$ cat src/acr_pkg.sv
// ----------------------------------------------------------------------------
// acr_pkg
// Shared widths and item types for the rectangle collision resolver.
// ----------------------------------------------------------------------------
package acr_pkg;

  localparam int unsigned PosW  = 16;
  localparam int unsigned SizeW = 15;
  localparam int unsigned ResW  = 17;

  localparam int unsigned InDataW  = 128;
  localparam int unsigned OutDataW = 96;

  typedef struct packed {
    logic signed [PosW-1:0] a_x;
    logic signed [PosW-1:0] a_y;
    logic [SizeW-1:0]       a_w;
    logic [SizeW-1:0]       a_h;
    logic signed [PosW-1:0] b_x;
    logic signed [PosW-1:0] b_y;
    logic [SizeW-1:0]       b_w;
    logic [SizeW-1:0]       b_h;
  } in_item_t;

  typedef struct packed {
    logic                   collided;
    logic signed [ResW-1:0] resolved_x;
    logic signed [ResW-1:0] resolved_y;
    logic signed [PosW-1:0] overlap_x;
    logic signed [PosW-1:0] overlap_y;
    logic [SizeW-1:0]       overlap_w;
    logic [SizeW-1:0]       overlap_h;
  } out_item_t;

endpackage

$ cat src/acr_pipe.sv
// ----------------------------------------------------------------------------
// acr_pipe
// Four-stage collision datapath: edges and centers, overlap box and push
// candidates, overlap extents, axis choice and output register.
// ----------------------------------------------------------------------------
module acr_pipe (
  input  logic              clk_i,
  input  logic              rst_ni,
  input  logic              in_valid_i,
  output logic              in_ready_o,
  input  acr_pkg::in_item_t in_item_i,
  output logic              out_valid_o,
  input  logic              out_ready_i,
  output acr_pkg::out_item_t out_item_o
);
  import acr_pkg::*;

  typedef struct packed {
    logic signed [PosW-1:0]  ax;
    logic signed [PosW-1:0]  ay;
    logic signed [PosW-1:0]  bx;
    logic signed [PosW-1:0]  by;
    logic [SizeW-1:0]        aw;
    logic [SizeW-1:0]        ah;
    logic signed [PosW:0]    ar;
    logic signed [PosW:0]    ab;
    logic signed [PosW:0]    br;
    logic signed [PosW:0]    bb;
    logic signed [PosW:0]    acx;
    logic signed [PosW:0]    acy;
    logic signed [PosW:0]    bcx;
    logic signed [PosW:0]    bcy;
  } s1_t;

  typedef struct packed {
    logic                    hit;
    logic signed [PosW-1:0]  ax;
    logic signed [PosW-1:0]  ay;
    logic signed [PosW-1:0]  ox;
    logic signed [PosW-1:0]  oy;
    logic signed [PosW:0]    mr;
    logic signed [PosW:0]    mb;
    logic signed [ResW-1:0]  rx_opt;
    logic signed [ResW-1:0]  ry_opt;
  } s2_t;

  typedef struct packed {
    logic                    hit;
    logic signed [PosW-1:0]  ax;
    logic signed [PosW-1:0]  ay;
    logic signed [PosW-1:0]  ox;
    logic signed [PosW-1:0]  oy;
    logic signed [PosW+1:0]  ow;
    logic signed [PosW+1:0]  oh;
    logic signed [ResW-1:0]  rx_opt;
    logic signed [ResW-1:0]  ry_opt;
  } s3_t;

  logic      v1_q, v2_q, v3_q, v4_q;
  logic      rdy1, rdy2, rdy3, rdy4;
  s1_t       s1_d, s1_q;
  s2_t       s2_d, s2_q;
  s3_t       s3_d, s3_q;
  out_item_t s4_d, s4_q;

  // a stage advances when it is empty or its successor takes its contents
  assign rdy4 = !v4_q || out_ready_i;
  assign rdy3 = !v3_q || rdy4;
  assign rdy2 = !v2_q || rdy3;
  assign rdy1 = !v1_q || rdy2;
  assign in_ready_o = rdy1;

  // stage 1: far edges and centers
  always_comb begin
    s1_d.ax  = in_item_i.a_x;
    s1_d.ay  = in_item_i.a_y;
    s1_d.bx  = in_item_i.b_x;
    s1_d.by  = in_item_i.b_y;
    s1_d.aw  = in_item_i.a_w;
    s1_d.ah  = in_item_i.a_h;
    s1_d.ar  = {in_item_i.a_x[PosW-1], in_item_i.a_x} + {2'b00, in_item_i.a_w};
    s1_d.ab  = {in_item_i.a_y[PosW-1], in_item_i.a_y} + {2'b00, in_item_i.a_h};
    s1_d.br  = {in_item_i.b_x[PosW-1], in_item_i.b_x} + {2'b00, in_item_i.b_w};
    s1_d.bb  = {in_item_i.b_y[PosW-1], in_item_i.b_y} + {2'b00, in_item_i.b_h};
    s1_d.acx = {in_item_i.a_x[PosW-1], in_item_i.a_x}
             + {3'b000, in_item_i.a_w[SizeW-1:1]};
    s1_d.acy = {in_item_i.a_y[PosW-1], in_item_i.a_y}
             + {3'b000, in_item_i.a_h[SizeW-1:1]};
    s1_d.bcx = {in_item_i.b_x[PosW-1], in_item_i.b_x}
             + {3'b000, in_item_i.b_w[SizeW-1:1]};
    s1_d.bcy = {in_item_i.b_y[PosW-1], in_item_i.b_y}
             + {3'b000, in_item_i.b_h[SizeW-1:1]};
  end

  // stage 2: hit test, overlap corners, push candidates by center order
  always_comb begin
    logic signed [PosW:0] ax_e, ay_e, bx_e, by_e;
    ax_e = {s1_q.ax[PosW-1], s1_q.ax};
    ay_e = {s1_q.ay[PosW-1], s1_q.ay};
    bx_e = {s1_q.bx[PosW-1], s1_q.bx};
    by_e = {s1_q.by[PosW-1], s1_q.by};
    s2_d.hit = !((s1_q.ar < bx_e) || (s1_q.br < ax_e) ||
                 (s1_q.ab < by_e) || (s1_q.bb < ay_e));
    s2_d.ax  = s1_q.ax;
    s2_d.ay  = s1_q.ay;
    s2_d.ox  = (s1_q.ax > s1_q.bx) ? s1_q.ax : s1_q.bx;
    s2_d.oy  = (s1_q.ay > s1_q.by) ? s1_q.ay : s1_q.by;
    s2_d.mr  = (s1_q.ar < s1_q.br) ? s1_q.ar : s1_q.br;
    s2_d.mb  = (s1_q.ab < s1_q.bb) ? s1_q.ab : s1_q.bb;
    s2_d.rx_opt = (s1_q.acx < s1_q.bcx) ? (bx_e - {2'b00, s1_q.aw}) : s1_q.br;
    s2_d.ry_opt = (s1_q.acy < s1_q.bcy) ? (by_e - {2'b00, s1_q.ah}) : s1_q.bb;
  end

  // stage 3: overlap extents
  always_comb begin
    s3_d.hit    = s2_q.hit;
    s3_d.ax     = s2_q.ax;
    s3_d.ay     = s2_q.ay;
    s3_d.ox     = s2_q.ox;
    s3_d.oy     = s2_q.oy;
    s3_d.ow     = {s2_q.mr[PosW], s2_q.mr} - {{2{s2_q.ox[PosW-1]}}, s2_q.ox};
    s3_d.oh     = {s2_q.mb[PosW], s2_q.mb} - {{2{s2_q.oy[PosW-1]}}, s2_q.oy};
    s3_d.rx_opt = s2_q.rx_opt;
    s3_d.ry_opt = s2_q.ry_opt;
  end

  // stage 4: push along the smaller extent, both on a tie; zero on a miss
  always_comb begin
    logic do_v, do_h;
    do_v = (s3_q.ow >= s3_q.oh);
    do_h = (s3_q.ow <= s3_q.oh);
    if (s3_q.hit) begin
      s4_d.collided   = 1'b1;
      s4_d.resolved_x = do_h ? s3_q.rx_opt : {s3_q.ax[PosW-1], s3_q.ax};
      s4_d.resolved_y = do_v ? s3_q.ry_opt : {s3_q.ay[PosW-1], s3_q.ay};
      s4_d.overlap_x  = s3_q.ox;
      s4_d.overlap_y  = s3_q.oy;
      s4_d.overlap_w  = s3_q.ow[SizeW-1:0];
      s4_d.overlap_h  = s3_q.oh[SizeW-1:0];
    end else begin
      s4_d = '0;
    end
  end

  always_ff @(posedge clk_i or negedge rst_ni) begin
    if (!rst_ni) begin
      v1_q <= 1'b0;
      v2_q <= 1'b0;
      v3_q <= 1'b0;
      v4_q <= 1'b0;
    end else begin
      if (rdy1) v1_q <= in_valid_i;
      if (rdy2) v2_q <= v1_q;
      if (rdy3) v3_q <= v2_q;
      if (rdy4) v4_q <= v3_q;
    end
  end

  always_ff @(posedge clk_i) begin
    if (rdy1 && in_valid_i) s1_q <= s1_d;
    if (rdy2 && v1_q)       s2_q <= s2_d;
    if (rdy3 && v2_q)       s3_q <= s3_d;
    if (rdy4 && v3_q)       s4_q <= s4_d;
  end

  assign out_valid_o = v4_q;
  assign out_item_o  = s4_q;

endmodule

$ cat src/aabb_collision_resolve_top.sv
// ----------------------------------------------------------------------------
// aabb_collision_resolve_top
// Rectangle overlap test with push-out of A along the axis of least overlap.
// ----------------------------------------------------------------------------
// Usage:
//   Each slave-side transaction carries one pair of rectangles (A moving,
//   B obstacle); each master-side transaction returns one result: the
//   collided flag on tuser, the pushed position of A and the overlap box on
//   tdata. All fields are zero when the rectangles neither overlap nor touch.
//   Results leave in the order the pairs arrived, one per pair.
//   Each result passes through the four register stages of the datapath
//   (edges, corners, extents, axis choice), the first of which loads at
//   the accepting edge; master tvalid rises once the last stage holds it.
//   Throughput is one pair per cycle while the receiver keeps tready high.
//   When the receiver stalls, the output stage holds its result and the
//   stages behind it keep filling; slave tready drops only once every stage
//   holds an item. Reset empties the pipeline; no state carries across
//   items.
// ----------------------------------------------------------------------------
module aabb_collision_resolve_top (
  input  logic                          clk_i,
  input  logic                          rst_ni,
  input  logic                          s_axis_tvalid_i,
  output logic                          s_axis_tready_o,
  // a_x[15:0] a_y[31:16] a_w[46:32] a_h[61:47]
  // b_x[77:62] b_y[93:78] b_w[108:94] b_h[123:109] zero[127:124]
  input  logic [acr_pkg::InDataW-1:0]   s_axis_tdata_i,
  output logic                          m_axis_tvalid_o,
  input  logic                          m_axis_tready_i,
  // resolved_x[16:0] resolved_y[33:17] overlap_x[49:34] overlap_y[65:50]
  // overlap_w[80:66] overlap_h[95:81]
  output logic [acr_pkg::OutDataW-1:0]  m_axis_tdata_o,
  // collided[0]
  output logic                          m_axis_tuser_o
);
  import acr_pkg::*;

  in_item_t  in_item;
  out_item_t out_item;

  // unpack the slave-side beat
  assign in_item.a_x = s_axis_tdata_i[15:0];
  assign in_item.a_y = s_axis_tdata_i[31:16];
  assign in_item.a_w = s_axis_tdata_i[46:32];
  assign in_item.a_h = s_axis_tdata_i[61:47];
  assign in_item.b_x = s_axis_tdata_i[77:62];
  assign in_item.b_y = s_axis_tdata_i[93:78];
  assign in_item.b_w = s_axis_tdata_i[108:94];
  assign in_item.b_h = s_axis_tdata_i[123:109];

  acr_pipe u_pipe (
    .clk_i       (clk_i),
    .rst_ni      (rst_ni),
    .in_valid_i  (s_axis_tvalid_i),
    .in_ready_o  (s_axis_tready_o),
    .in_item_i   (in_item),
    .out_valid_o (m_axis_tvalid_o),
    .out_ready_i (m_axis_tready_i),
    .out_item_o  (out_item)
  );

  assign m_axis_tuser_o = out_item.collided;
  assign m_axis_tdata_o = {out_item.overlap_h, out_item.overlap_w,
                           out_item.overlap_y, out_item.overlap_x,
                           out_item.resolved_y, out_item.resolved_x};

endmodule

$ cat config.mk
export PLATFORM = sky130hd
export DESIGN_NAME = aabb_collision_resolve_top
export DESIGN_NICKNAME = d
export VERILOG_FILES = /design/src/acr_pkg.sv /design/src/acr_pipe.sv /design/src/aabb_collision_resolve_top.sv
export SDC_FILE = /design/constraint.sdc
export NUM_CORES = 1
export LEC_CHECK = 0
export BUFFER_PORTS_ARGS = -buffer_cell sky130_fd_sc_hd__buf_2
export CORE_UTILIZATION = 60
export CTS_BUF_LIST = sky130_fd_sc_hd__clkbuf_8
export DETAILED_ROUTE_END_ITERATION = 8
export GPL_ROUTABILITY_DRIVEN = 0
export PLACE_DENSITY = 0.89
export SKIP_CTS_REPAIR_TIMING = 1
export SYNTH_ARGS = -nofsm -noshare
export SYNTH_HDL_FRONTEND = slang
export SYNTH_HIERARCHICAL = 1
export SYNTH_SLANG_ARGS = --single-unit
$ cat constraint.sdc
create_clock -name clk_i -period 7.2 [get_ports clk_i]
set_input_delay 0.72 -clock clk_i [delete_from_list [all_inputs] [get_ports clk_i]]
set_output_delay 0.72 -clock clk_i [all_outputs]
set_load 0.1 [all_outputs]
==> results <==
- The number of search-and-repair iterations in the first detailed-routing pass is 5.
- The initial antenna violation count is 20.
- The insertion delay of the later-clocked pin in the worst-skew pair is 680 ps.
- For this run the aggregate overflow at the end of global routing stands at 0.
- Of the cells placed in the final design, the portion with a size suffix greater than 1 is 0.132.
- The delay of the slowest cell on the worst path is 690 ps.
- The startpoint of the worst-slack reg-to-reg timing path is u_pipe/s1_q[90].
- The final routed wire length divided by cell count is 20.4 um.
- Counting flops and latches in the post-synthesis netlist gives 599.
- Grouping stages by cell kind, the critical path spends the most delay in compound AO/OA/AOI/OAI gates.
- The max-slew violation count is 0.
- The worst-path maximum fanout is 16.
- The die area is 0.0549 mm2.
- The final-report setup violation count is 0.
- The path depth of the worst reg2reg path is 9.
- Counting flops with an async set or reset pin after synthesis yields a share of 0.00668.
- The power per standard cell area is 309 mW/mm2.
- The startpoint of the worst hold path is s_axis_tdata_i[32].
- The height of the die is 234 um.
- The final hold violation count is 0.
- The cell count of the worst hold path is 1.
- The horizontal die dimension is 234 um.
- The total global routing track utilization is 0.272.
- Measured against its own limit, the worst slew margin works out to 0.262.
- The maximum clock insertion buffer count is 3.
- The reg-to-reg setup timing slack is 3810 ps.
- In this run the remaining antenna-violating nets after routing total 0.
- For the final database, setup skew stands at 23.8 ps.
- The final routed DRC violation total is 0.
- Summing every instance area after synthesis gives 0.0324 mm2.
- The critical path goes through inv_1 > ha_1 > a21o_1 > a21o_1 > a211oi_1 > o21ai_1 > a221oi_1 > a31o_1 > mux2_1.
- The tree is rooted in a sky130_fd_sc_hd__clkbuf_8.
- The design area is 0.0362 mm2.
- The area after detailed placement is 0.0343 mm2.
- The worst IR drop on VDD is 213 uV.
- Setup repair after global routing left no endpoint under its margin.
- The cell repeated most along the worst path is sky130_fd_sc_hd__a21o_1.
- The area growth from synthesis to layout is 11.6%.
- The critical path buffer and inverter count is 1.
- The pin count of the biggest net entering global routing is 154.
- Across the run, the number of max-cap violations was 0.
- For this configuration, the core starts out at a cell density of 0.611.
- The sink count of the clock tree is 599.
- The HPWL after detailed placement is 56700 um.
- The end point of the worst hold path is u_pipe/s1_q[151].
- The highest-delay cell along the critical path is sky130_fd_sc_hd__a31o_1.
- The category of the critical setup timing path is reg -> reg.
- The deepest level of the CTS H-tree is 3.
- Derived from the worst setup path, the maximum achievable clock frequency is 0.295 GHz.
- STA classifies the critical path startpoint as a register.
- Dividing the synthesized area by the synthesized cell count gives 12.4 um2.
- The core region is 0.0530 mm2.
- In this run the worst hold path is classified as in -> reg.
- The post-route minimum period is 3390 ps.
- The number of global-route vias before repair is 21.9k.
- The first global-routing pass estimated 114000 um of wire.
- The post-synthesis cell count is 2619.
- The initial DRC count is 2013.
- The worst register-to-register path ends at u_pipe/s2_q[59].
- Counting flops with a built-in enable in the synthesized netlist gives 595.
- The layout net count is 3413.
- The flow ran to the end, and the final reports show no timing, DRC or antenna violations.
- The power after layout is 11200 uW.
- The data required time at the worst endpoint is 7590 ps.
- The most used flip-flop cell after synthesis is sky130_fd_sc_hd__edfxtp_1.
- The portion of the post-synthesis area used by sequential elements is 0.555.
- The worst setup path is captured at a register.
- The summed negative setup slack over all endpoints is 0 ps.
- The worst slack on hold paths is 248 ps.
- The final cycle utilization of the critical path is 0.471.
- At the pin with the least slew margin, the transition time is 1110 ps.
- At the worst endpoint, the arrival time is 3780 ps.
- In the routed layout, each cell is associated on average with a via count of 6.04.
- The floorplan has 84 rows.
- In this run, CTS created clock tree buffers numbering 89.
- TritonCTS built the clock tree.
- For this design the top-level I/O count stands at 231.
- After clock tree synthesis, the clock-pin slew on the worst setup and hold paths is 60 ps.
- The via count is 22.2k.
- The leakage power is 0.0156 uW.
- Buffers placed on the I/O ports in this run total 226.
- The number of distinct library cells after synthesis is 73.
- Counting every net in the synthesized netlist gives 3121.
- Yosys printed 6 warnings.
- The routed wire length is 75000 um.
-- synth_stat cells, drive strengths merged, types with 18 or more instances --
| cell | n | share of area |
|---|---|---|
| clkbuf | 30 | 0.0035 |
| o21bai | 18 | 0.0042 |
| xnor2 | 91 | 0.025 |
| and2 | 71 | 0.014 |
| a21o | 106 | 0.025 |
| mux2 | 34 | 0.012 |
| nor2 | 129 | 0.015 |
| nand3 | 60 | 0.0093 |
| nor2b | 43 | 0.0083 |
| nand2b | 35 | 0.0068 |
| nand4 | 35 | 0.0068 |
| a211oi | 26 | 0.0060 |
| o21a | 23 | 0.0053 |
| mux2i | 41 | 0.013 |
| edfxtp | 595 | 0.55 |
| inv | 264 | 0.031 |
| nand2 | 108 | 0.013 |
| o21ai | 135 | 0.021 |
| xor2 | 45 | 0.012 |
| ha | 358 | 0.14 |
| nor3 | 20 | 0.0031 |
| a21oi | 159 | 0.025 |
-- logic make-up after synthesis --
kind of cell	count (synthesis)	share of synthesized area
compound gates	588	0.117
xor+xnor	136	0.0368
fa+ha+maj	370	0.146
buf+inv	300	0.0352
flops	599	0.555
mux	75	0.0245
simple gates	551	0.0859
-- flip-flops by register name, summed over array words and instances (netlist names) --
signal / cells
u_pipe/s1_q: 230
u_pipe/s3_q: 135
u_pipe/s2_q: 133
u_pipe/out_item_o: 97
u_pipe/out_valid_o: 1
u_pipe/v1_q: 1
u_pipe/v2_q: 1
u_pipe/v3_q: 1
-- where the power goes --
| group | internal, uW | total, uW | switching (uW) | leakage [uW] |
|---|---|---|---|---|
| registers | 4640 | 4930 | 284 | 0.00584 |
| clock network | 1470 | 2750 | 1280 | 0.000969 |
| logic | 1060 | 3490 | 2430 | 0.00876 |
-- worst register-to-register path, stage by stage (launching register included) --
cell and delay, ps:
sky130_fd_sc_hd__edfxtp_1 460, sky130_fd_sc_hd__inv_1 90, sky130_fd_sc_hd__ha_1 340, sky130_fd_sc_hd__a21o_1 170
sky130_fd_sc_hd__a21o_1 170, sky130_fd_sc_hd__a211oi_1 220, sky130_fd_sc_hd__o21ai_1 140, sky130_fd_sc_hd__a221oi_1 380
sky130_fd_sc_hd__a31o_1 690, sky130_fd_sc_hd__mux2_1 450
-- cell type report --
type                    count  area, um2
clock buffers              91       1250
clock inverters            68        509
multi-input cells        1720      13300
flip-flops and latches    599      18000
fillers                  3527      16800
diodes                     14       35.0
well taps                 688        861
inverters                 264        991
repair buffers            237       1230
-- metrics by stage --
stage	util	std cells	worst slack, ps
after floorplan	-	2619	1280
after global placement	0.648	3507	3670
after detailed placement	0.648	3507	3610
after CTS	0.682	3666	3890
after global routing	0.683	3680	3650
final	0.683	3681	3810
-- layer usage --
metal / up-vias / GRT usage / wire length [um]
met4: 12 / 0.126 / 3000
met5: - / 0 / 73
li1: 10300 / - / -
met2: 1149 / 0.433 / 34500
met1: 10600 / 0.367 / 30700
met3: 219 / 0.0437 / 6710
-- worst max-delay path by stage --
stage                           end               start  cells after the start
2_1_floorplan  u_pipe/out_item_o[0]  u_pipe/out_valid_o                      2
3_3_place_gp        u_pipe/s1_q[48]  s_axis_tdata_i[48]                     11
6_report            u_pipe/s2_q[59]     u_pipe/s1_q[90]                      9
4_1_cts             u_pipe/s2_q[59]     u_pipe/s1_q[90]                      9
5_1_grt             u_pipe/s2_q[59]     u_pipe/s1_q[90]                      9
3_5_place_dp        u_pipe/s1_q[48]  s_axis_tdata_i[48]                     11
-- cell usage in the layout, fill, tap and decap left out, types with 9 or more instances in the layout --
cell type	instances
sky130_fd_sc_hd__nor2_1	129
sky130_fd_sc_hd__buf_2	226
sky130_fd_sc_hd__nand4_1	35
sky130_fd_sc_hd__o21bai_1	18
sky130_fd_sc_hd__mux2_2	10
sky130_fd_sc_hd__clkbuf_8	91
sky130_fd_sc_hd__o21ai_1	36
sky130_fd_sc_hd__a211oi_1	26
sky130_fd_sc_hd__inv_1	283
sky130_fd_sc_hd__nand3_1	60
sky130_fd_sc_hd__and3_1	12
sky130_fd_sc_hd__nand2b_1	35
sky130_fd_sc_hd__ha_1	358
sky130_fd_sc_hd__nor3_1	20
sky130_fd_sc_hd__edfxtp_1	595
sky130_fd_sc_hd__a21oi_1	156
sky130_fd_sc_hd__buf_4	9
sky130_fd_sc_hd__xor2_1	45
sky130_fd_sc_hd__a31oi_1	12
sky130_fd_sc_hd__xnor2_1	91
sky130_fd_sc_hd__or3_1	15
sky130_fd_sc_hd__nand2_1	108
sky130_fd_sc_hd__and2_1	68
sky130_fd_sc_hd__o211ai_1	15
sky130_fd_sc_hd__clkinv_2	10
sky130_fd_sc_hd__o21ai_0	97
sky130_fd_sc_hd__fa_1	12
sky130_fd_sc_hd__a21o_1	106
sky130_fd_sc_hd__diode_2	14
sky130_fd_sc_hd__mux2i_1	41
sky130_fd_sc_hd__nor2b_1	42
sky130_fd_sc_hd__o21a_1	23
sky130_fd_sc_hd__clkinv_1	26
sky130_fd_sc_hd__mux2_1	24
Note: power is estimated with default switching activity, not from simulation.
